`config.mk`:
```
export PLATFORM = sky130hd
export DESIGN_NAME = shrink_conditional_mark
export DESIGN_NICKNAME = d
export VERILOG_FILES = /design/src/rtl/scm_pkg.sv /design/src/rtl/scm_ram.sv /design/src/rtl/shrink_conditional_mark.sv
export SDC_FILE = /design/constraint.sdc
export NUM_CORES = 2
export LEC_CHECK = 0
export BUFFER_PORTS_ARGS = -buffer_cell sky130_fd_sc_hd__buf_2
export CORE_UTILIZATION = 40
export CTS_CLUSTER_DIAMETER = 60
export CTS_CLUSTER_SIZE = 24
export DETAILED_ROUTE_END_ITERATION = 8
export PLACE_DENSITY = 0.62
export SLEW_MARGIN = 20
export SYNTH_ARGS = -nofsm -noshare
export SYNTH_HDL_FRONTEND = slang
export SYNTH_HIERARCHICAL = 1
export SYNTH_SLANG_ARGS = --single-unit
```
`constraint.sdc`:
```
create_clock -name clk -period 87.5 [get_ports clk]
set_clock_uncertainty 0.05 [all_clocks]
set_input_delay 13.125 -clock clk [delete_from_list [all_inputs] [get_ports clk]]
set_output_delay 13.125 -clock clk [all_outputs]
set_load 0.01 [all_outputs]
```
`src/rtl/scm_pkg.sv`:
```
// ----------------------------------------------------------------------------
// scm_pkg
// Constants, register indexes and the conditional-mark pattern table for the
// 3x3 shrink conditional-mark block.
// ----------------------------------------------------------------------------
package scm_pkg;

  // Frame limits and derived widths
  localparam int MAX_WIDTH  = 1024;
  localparam int MAX_HEIGHT = 1024;
  localparam int COL_W      = $clog2(MAX_WIDTH);
  localparam int ROW_W      = $clog2(MAX_HEIGHT);

  // Port field widths
  localparam int CFG_W      = 11;
  localparam int CFG_IDX_W  = 2;
  localparam int COORD_W    = 10;
  localparam int WIN_W      = 9;

  // Smallest frame edge
  localparam int MIN_SIZE   = 3;

  // Configuration register indexes
  localparam logic [CFG_IDX_W-1:0] REG_IMAGE_WIDTH  = 2'd0;
  localparam logic [CFG_IDX_W-1:0] REG_IMAGE_HEIGHT = 2'd1;

  // Conditional-mark patterns, bonds 1 to 10. One octal digit per window row,
  // top row first, left column in the high bit of each digit.
  localparam int PATTERN_COUNT = 58;
  localparam logic [WIN_W-1:0] MARK_PATTERNS [PATTERN_COUNT] = '{
    9'o120, 9'o420, 9'o024, 9'o021,
    9'o030, 9'o220, 9'o060, 9'o022,
    9'o130, 9'o320, 9'o620, 9'o460, 9'o064, 9'o026, 9'o023, 9'o031,
    9'o131, 9'o720, 9'o464, 9'o027,
    9'o630, 9'o231, 9'o360, 9'o132, 9'o330, 9'o660, 9'o066, 9'o033,
    9'o631, 9'o364, 9'o730, 9'o331, 9'o760, 9'o664, 9'o466, 9'o067, 9'o037, 9'o133,
    9'o731, 9'o764, 9'o467, 9'o137,
    9'o333, 9'o770, 9'o666, 9'o077,
    9'o733, 9'o337, 9'o774, 9'o771, 9'o766, 9'o667, 9'o477, 9'o177,
    9'o737, 9'o775, 9'o767, 9'o577
  };

  // Window matches any pattern; centre must be foreground
  function automatic logic mark_match(logic [WIN_W-1:0] win);
    logic hit;
    hit = 1'b0;
    for (int i = 0; i < PATTERN_COUNT; i++) begin
      if (MARK_PATTERNS[i] == win) hit = 1'b1;
    end
    return hit & win[4];
  endfunction

  // Last index of a frame edge, size clamped to MIN_SIZE..max_size
  function automatic int last_index(logic [CFG_W-1:0] size, int max_size);
    int v;
    v = int'(size);
    if (v < MIN_SIZE) return MIN_SIZE - 1;
    else if (v > max_size) return max_size - 1;
    else return v - 1;
  endfunction

endpackage

```
`src/rtl/scm_ram.sv`:
```
// ----------------------------------------------------------------------------
// scm_ram
// Generic simple dual-port RAM: one write port, one read port, registered
// read data. Read during a write to the same address returns the old data.
// ----------------------------------------------------------------------------
module scm_ram #(
  parameter int WIDTH = 2,
  parameter int DEPTH = 1024
) (
  input  logic                     clk,
  input  logic                     we,
  input  logic [$clog2(DEPTH)-1:0] waddr,
  input  logic [WIDTH-1:0]         wdata,
  input  logic [$clog2(DEPTH)-1:0] raddr,
  output logic [WIDTH-1:0]         rdata
);

  logic [WIDTH-1:0] mem [DEPTH];
  logic [WIDTH-1:0] rdata_r;

  always_ff @(posedge clk) begin
    if (we) mem[waddr] <= wdata;
    rdata_r <= mem[raddr];
  end

  assign rdata = rdata_r;

endmodule

```
`src/rtl/shrink_conditional_mark.sv`:
```
// Latency: a result is valid in the cycle after its pixel is accepted.
// Throughput: one pixel per cycle while in_stall is low; the line-store RAM is read
// one column ahead so its registered read data is ready when the pixel arrives.
// Reset: control clears at once, then a sweep zeroes the line store, one
// column per cycle, all MAX_WIDTH (1024) columns, with in_stall high.
// ----------------------------------------------------------------------------
// shrink_conditional_mark
// Raster-order binary pixels in, one conditional-mark result out for every
// interior centre pixel. Two line stores (packed into one 2-bit RAM) and a
// two-column window register form the 3x3 neighbourhood.
// ----------------------------------------------------------------------------
module shrink_conditional_mark (
  input  logic                           clk,
  input  logic                           rst_n,
  // pixel input
  input  logic                           in_valid,
  output logic                           in_stall,
  input  logic                           in_pixel_bit,
  // mark output
  output logic                           out_valid,
  input  logic                           out_stall,
  output logic                           out_mark_bit,
  output logic [scm_pkg::COORD_W-1:0]    out_row,
  output logic [scm_pkg::COORD_W-1:0]    out_col,
  output logic                           out_frame_last,
  // configuration writes
  input  logic                           cfg_valid,
  output logic                           cfg_ready,
  input  logic [scm_pkg::CFG_IDX_W-1:0]  cfg_index,
  input  logic [scm_pkg::CFG_W-1:0]      cfg_data
);

  import scm_pkg::*;

  // Configuration and position state
  logic [CFG_W-1:0] width_r,  width_nxt;
  logic [CFG_W-1:0] height_r, height_nxt;
  logic [COL_W-1:0] col_r,    col_nxt;
  logic [ROW_W-1:0] row_r,    row_nxt;
  logic [5:0]       win_cols_r;

  // Line-store clearing sweep
  logic             clr_busy_r;
  logic [COL_W-1:0] clr_addr_r;

  // Result register
  logic               out_valid_r, out_valid_nxt;
  logic               mark_r;
  logic [COORD_W-1:0] row_out_r;
  logic [COORD_W-1:0] col_out_r;
  logic               last_r;

  // Datapath
  logic             cfg_we;
  logic             in_acc;
  logic             emit_pos;
  logic [COL_W-1:0] col_last;
  logic [ROW_W-1:0] row_last;
  logic [1:0]       ls_rdata;
  logic [1:0]       ls_wdata;
  logic [COL_W-1:0] ls_waddr;
  logic             ls_we;
  logic [2:0]       col_new;
  logic [WIN_W-1:0] win;
  logic [COL_W-1:0] col_m1;
  logic [ROW_W-1:0] row_m1;

  assign cfg_ready = 1'b1;
  assign cfg_we    = cfg_valid & cfg_ready;

  // Clamped frame edges
  assign col_last = COL_W'(last_index(width_r, MAX_WIDTH));
  assign row_last = ROW_W'(last_index(height_r, MAX_HEIGHT));

  // A result is produced once two rows and two columns have been seen
  assign emit_pos = (row_r >= ROW_W'(2)) && (col_r >= COL_W'(2));

  // Hold input during the line-store sweep, or when a new result would overwrite a stalled one
  assign in_stall = clr_busy_r | (out_valid_r & out_stall & emit_pos);
  assign in_acc   = in_valid & ~in_stall;

  // Line store: bit 1 = two rows back, bit 0 = one row back
  assign ls_wdata = clr_busy_r ? 2'b00 : {ls_rdata[0], in_pixel_bit};
  assign ls_waddr = clr_busy_r ? clr_addr_r : col_r;
  assign ls_we    = clr_busy_r | in_acc;

  scm_ram #(
    .WIDTH (2),
    .DEPTH (MAX_WIDTH)
  ) u_line_store (
    .clk   (clk),
    .we    (ls_we),
    .waddr (ls_waddr),
    .wdata (ls_wdata),
    .raddr (col_nxt),
    .rdata (ls_rdata)
  );

  // 3x3 window: oldest column, previous column, new column
  assign col_new = {ls_rdata[1], ls_rdata[0], in_pixel_bit};
  assign win = {win_cols_r[5], win_cols_r[2], col_new[2],
                win_cols_r[4], win_cols_r[1], col_new[1],
                win_cols_r[3], win_cols_r[0], col_new[0]};
  assign col_m1 = col_r - COL_W'(1);
  assign row_m1 = row_r - ROW_W'(1);

  // Configuration and raster position
  always_comb begin
    width_nxt  = width_r;
    height_nxt = height_r;
    col_nxt    = col_r;
    row_nxt    = row_r;
    if (cfg_we) begin
      if (cfg_index == REG_IMAGE_WIDTH)  width_nxt  = cfg_data;
      if (cfg_index == REG_IMAGE_HEIGHT) height_nxt = cfg_data;
      if (cfg_index == REG_IMAGE_WIDTH || cfg_index == REG_IMAGE_HEIGHT) begin
        col_nxt = '0;
        row_nxt = '0;
      end
    end else if (in_acc) begin
      if (col_r == col_last) begin
        col_nxt = '0;
        row_nxt = (row_r == row_last) ? '0 : row_r + ROW_W'(1);
      end else begin
        col_nxt = col_r + COL_W'(1);
      end
    end
  end

  // Result valid tracking
  always_comb begin
    out_valid_nxt = out_valid_r;
    if (in_acc && emit_pos)        out_valid_nxt = 1'b1;
    else if (!out_stall)           out_valid_nxt = 1'b0;
  end

  // Control registers
  always_ff @(posedge clk) begin
    if (!rst_n) begin
      width_r     <= CFG_W'(MAX_WIDTH);
      height_r    <= CFG_W'(MAX_HEIGHT);
      col_r       <= '0;
      row_r       <= '0;
      win_cols_r  <= '0;
      clr_busy_r  <= 1'b1;
      clr_addr_r  <= '0;
      out_valid_r <= 1'b0;
    end else begin
      width_r     <= width_nxt;
      height_r    <= height_nxt;
      col_r       <= col_nxt;
      row_r       <= row_nxt;
      out_valid_r <= out_valid_nxt;
      if (in_acc) win_cols_r <= {win_cols_r[2:0], col_new};
      if (clr_busy_r) begin
        clr_addr_r <= clr_addr_r + COL_W'(1);
        if (clr_addr_r == COL_W'(MAX_WIDTH - 1)) clr_busy_r <= 1'b0;
      end
    end
  end

  // Result payload
  always_ff @(posedge clk) begin
    if (in_acc && emit_pos) begin
      mark_r    <= mark_match(win);
      row_out_r <= COORD_W'(row_m1);
      col_out_r <= COORD_W'(col_m1);
      last_r    <= (row_r == row_last) && (col_r == col_last);
    end
  end

  assign out_valid      = out_valid_r;
  assign out_mark_bit   = mark_r;
  assign out_row        = row_out_r;
  assign out_col        = col_out_r;
  assign out_frame_last = last_r;

endmodule

```
Yosys cells after proc, flatten, opt, wreduce, memory -nomap -nowiden. Memory sizes are Yosys's and may differ from the RTL's. A register that Yosys moved wholly into a read port is not among the register bits. Cells that the tools add are included.

Register bits: 82. Memory bits (writable): 2048. Bits of input ports: 19. Memories kept: 1.

Add/subtract/negate cells: 7. Magnitude comparators: 6. Eq/ne operators: 64. Mux-type cells: 80. Bitwise gates (word level): 7. Reduce and logical (&&, ||, !) cells: 10.

Memory list: u_line_store.mem (depth 1024, bits a word 2, rd ports 1, clocked after memory_dff 1, wr ports 1, RTL line scm_ram.sv:18) `logic [WIDTH-1:0] mem [DEPTH];`.

Operator list (number): equality test 9 bit (first input constant) (27); 2-to-1 mux 10 bit (14); equality test 5 x 9 -> 1 bit (first input constant) (10); equality test 8 x 9 -> 1 bit (first input constant) (9); 2-to-1 mux 1 bit (65); equality test 7 x 9 -> 1 bit (first input constant) (7); equality test 6 x 9 -> 1 bit (first input constant) (5); subtractor 10 x 1 -> 10 bit (second input constant) (4); adder 10 x 1 -> 10 bit (second input constant) (3); greater-than comparator 11 bit (second input constant) (2); < comparator 11 x 2 -> 1 bit (second input constant) (2); equality test 10 bit (2); >= comparator 10 x 2 -> 1 bit (second input constant) (2); equality test 10 bit (second input constant) (1); AND 1 bit (4); inequality test 2 x 1 -> 1 bit (second input constant) (2); AND reduction 2 bit (2); nonzero test 2 bit (2); logical AND 1 bit (3); AND reduction 3 bit (1); equality test 2 x 1 -> 1 bit (second input constant) (1); logical NOT 2 bit (1); 2-to-1 mux 2 bit (1); bitwise OR 1 bit (2); other kinds (2) (2).

Longest topological paths before layout.
Depth after elaboration: 61. Depth in mapped cells: 26. Mapped depth without buffers: 18.

Hierarchy. Netlist, hierarchy kept.

Modules (own cells, without submodules): scm_ram (times used 1, cells each 4793, area each 83757.8 um^2, seq. area each 61539.0 um^2); shrink_conditional_mark (times used 1, cells each 674, area each 5580.4 um^2, seq. area each 1861.8 um^2).

Worst setup path after synthesis. OpenSTA, ideal clock, no wires.

Path type: input to register. From: input port in_pixel_bit. To: memory u_line_store.mem[0][0], data pin. Setup time: 5.206 ns. Arrival time: 38.265 ns. Slack: 43.978 ns. Stages on the path: 2. Cells stage by stage: clkbuf_1 -> nor2b_1.

Longest elaborated chain between the ends: 1.

RTL lines: from (decl) (RTL line shrink_conditional_mark.sv:18) `input logic in_pixel_bit,`; 2-to-1 mux 2 bit (RTL line shrink_conditional_mark.sv:83) `assign ls_wdata = clr_busy_r ? 2'b00 : {ls_rdata[0], in_pixel_bit};`; via ls_wdata[0] (RTL line shrink_conditional_mark.sv:60) `logic [1:0] ls_wdata;`; to (decl) (RTL line scm_ram.sv:18).

The timed path passes the listed nets, and every way through them passes these cells.

Final worst setup path.
From: input port out_stall. To: output port in_stall.

Longest elaborated chain between the ends: 3.

RTL lines: from (decl) (RTL line shrink_conditional_mark.sv:21) `input logic out_stall,`; AND 1 bit (2 in series) (RTL line shrink_conditional_mark.sv:79) `assign in_stall = clr_busy_r | (out_valid_r & out_stall & emit_pos);`; bitwise OR 1 bit (RTL line shrink_conditional_mark.sv:79); to (decl) (RTL line shrink_conditional_mark.sv:17) `output logic in_stall,`.

Every way passes these cells.

==> summary.md <==
| Metric | Value |
|---|---|
| Final worst-path cycle share | between 30% and 40% |
| Type of the most critical hold path | reg2reg |
| Total clock sinks | 2,132 |
| WL final | 241 mm |
| H-tree levels | 4 |
| Status | finished, final reports clean |
| Antenna Nets Post-Route | 0 |
| Total of fill cells in the finished design | 19,400 |
| CTS tree | yes |
| R2R setup slack | just under 80 ns |
| Grt ovf | 0 |
| Vias in the first global route | about 50,000 |
| Final Critical Period | 26.77 ns |
| Top cells by count, synth | 2,070 x edfxtp_1, 1,083 x nor2_1, 449 x mux4_2 |
| Top post-synthesis cells by area | edfxtp_1 70%, mux4_2 11%, nor2_1 4.6% |
| Synth top area share | between 60% and 70% |
| Core box area | 222,000 um^2 |
| RD Place Congestion | 0.811 |
| Die H | between 400 and 500 um |
| CTS max path bufs | 3 |
| Syn Area/Cell | ~16 um^2 |
| Critical Path AT | between 10 and 15 ns |
| Ys flop type | edfxtp_1 |
| Largest net degree at the start of global routing | ~260 |
| DRC viols | 0 |
| Setup WS pre-CTS | 60.74 ns |
| HP Start | width_r[1]$_SDFFE_PN0P_ |
| Post-CTS Setup Bufs | 0 |
| Setup WS post-layout | around 61 ns |
| WS Path Type | in2out |
| Final Setup Violations | 0 |
| Number of hold violations in the final report | 0 |
| Type of element launching the critical path | input port |
| Leak Pwr | 30.7 nW |
| Clock root cell | clkbuf_16 |
| FMAX | 37.4 MHz |
| Rel. slew slack | ~22% |
| Die area | approximately 230,000 um^2 |
| R2R Path Start | width_r[0]$_SDFFE_PN0P_ |
| Worst slew pin tran | between 1 and 1.5 ns |
| Dominant cell type by area after synthesis | edfxtp_1 |
| Clk pin slew, worst setup/hold paths | around 0.070 ns |
| Critical-path maximum fanout | 3 |
| Seq/Total Area, Yosys | 71.0% |
| Via density | 5.92 |
| Synth warnings | 6 |
| Ys async rst share | 0% |
| Share of layout cells above drive strength 1 | roughly 18% |
| Power Total | between 1.5 and 2 mW |
| Final Slew Violations | 0 |
| Yosys reg bits | 2,132 |
| Avg WL per Cell | between 20 and 30 um |
| Syn Nets | 5,495 |
| Nets | 5,335 |
| DP HPWL | roughly 130 mm |
| Final setup TNS | 0 ns |
| Floorplan die width | around 470 um |
| TritonRoute pass-1 iters | 6 |
| All-Layer GR Usage | a little over a fifth |
| Inst Count DP | 8,138 |
| CP required | ~74 ns |
| Worst VDD drop | about 25 uV |
| Cell variety after synth | 93 |
| Starting Density | about 40% |
| Mapped Cells | about 5,500 |
| Vias | 49,700 |
| CP endpoint kind | output port |
| Post-CTS Resized | 0 |
| Number of synthesized flops with an enable pin | around 2,100 |
| Antenna violations before repair | 8 |
| Power per cell area | 19.0 nW/um^2 |
| Clock latency reported for the late side of the worst-skew pair | approximately 0.82 ns |
| Synthesized area | around 89,000 um^2 |
| Unrepaired setup endpoints after global routing | false |
| First-pass GRT wire length | 347 mm |
| Fin cells | 8,398 |
| # hold bufs at CTS | 0 |
| Syn-to-layout area delta | 8.99% |
| Worst Setup SP | out_stall |
| Num CTS Buffers | about 140 |
| Max-Cap Viols | 0 |
| Io pins | 44 |
| Std-Cell Rows | 173 |
| DRT iter0 DRCs | 6,826 |
| # port buffers | 42 |
| Most common cell in the netlist | edfxtp_1 |
-- worst max-delay path, stage by stage --
cell and delay, ns:
buf_2 0.13, a41o_1 0.20, buf_2 0.14
-- metal layers --
metal | track usage [%] | vias up | routed length [um]
met2 | 36.0 | 2188 | 120000
met5 | 0 | - | 27
li1 | - | 21000 | -
met3 | 3.32 | 362 | 20000
met1 | 28.2 | 26100 | 93100
met4 | 6.15 | 4 | 7000
-- logic make-up (layout without fill, tap and decap cells) --
kind of cell,count (synthesis),in the layout,synth area share [%]
xor+xnor,35,35,0.360
flops,2132,2132,71.0
mux,690,690,14.0
compound gates,503,503,4.01
other cells,1,5,0.00420
fa+ha+maj,10,10,0.137
buf+inv,491,443,2.75
simple gates,1605,1605,7.73
-- power by group --
group	switching, mW	total (mW)	internal [mW]
Combinational	0.0152	0.0210	0.00579
Sequential	0.00176	1.10	1.10
Clock	0.379	0.724	0.344
Total	0.396	1.85	1.45
-- final timing paths --
| check | endpoint | cells after the start |
|---|---|---|
| worst max-delay path | in_stall | 3 |
| worst min-delay path | width_r[1]$_SDFFE_PN0P_ | 2 |
| worst max register to register | u_line_store/rdata[0]$_DFF_P_ | 20 |
| worst min register to register | width_r[1]$_SDFFE_PN0P_ | 2 |
-- layout by cell type (no fill, tap or decap), types with 14 or more instances in the layout --
master / Yosys / routed
xnor2_1: 25 / 25
edfxtp_1: 2070 / 2070
nor2_1: 1083 / 1078
a221oi_1: 14 / 14
mux2_2: 14 / 14
a211oi_1: 17 / 16
o221ai_1: 84 / 84
nand3_4: 0 / 21
nor3_1: 73 / 72
mux4_2: 449 / 449
clkinv_8: 0 / 16
clkbuf_16: 0 / 144
buf_2: 28 / 42
a31oi_1: 36 / 32
inv_8: 0 / 23
inv_6: 0 / 19
nand2_2: 0 / 29
a22oi_1: 46 / 46
nand4_1: 27 / 27
and3_1: 20 / 20
buf_4: 29 / 97
inv_1: 37 / 36
nor4_1: 17 / 17
o22ai_1: 50 / 50
mux2i_1: 225 / 225
nor2b_1: 35 / 28
a22o_1: 14 / 14
o21ai_0: 67 / 62
nand3_1: 83 / 59
and2_1: 20 / 19
dfxtp_1: 62 / 62
a21oi_1: 84 / 84
nand2_1: 154 / 122
-- layout make-up --
class	count	area (um^2)	share of cell area [%]
flip-flops and latches	2132	63400	65.1
inverters	39	150	0.154
clock inverters	107	1300	1.33
multi-input cells	2844	24000	24.7
repair buffers	149	1150	1.18
diodes	4	10.0	0.0103
clock buffers	148	3620	3.72
well taps	2975	3720	3.82
-- registers in the layout (all words and copies together), names as in the netlist, 6 cells and up --
name and cells:
u_line_store/mem 2048, height_r 11, width_r 11, clr_addr_r 10, col_r 10, out_col 10, out_row 10, row_r 10
win_cols_r 6
-- metrics by stage --
stage	hold WS [ns]	instance area [um^2]	util, %
detailed placement	0.498	92400	41.6
CTS	0.516	97300	43.8
finish	0.518	97400	43.8
floorplan	0.432	89300	-
global placement	0.479	92300	41.6
global route	0.553	97400	43.8
Power figures use the tool's default switching activity.
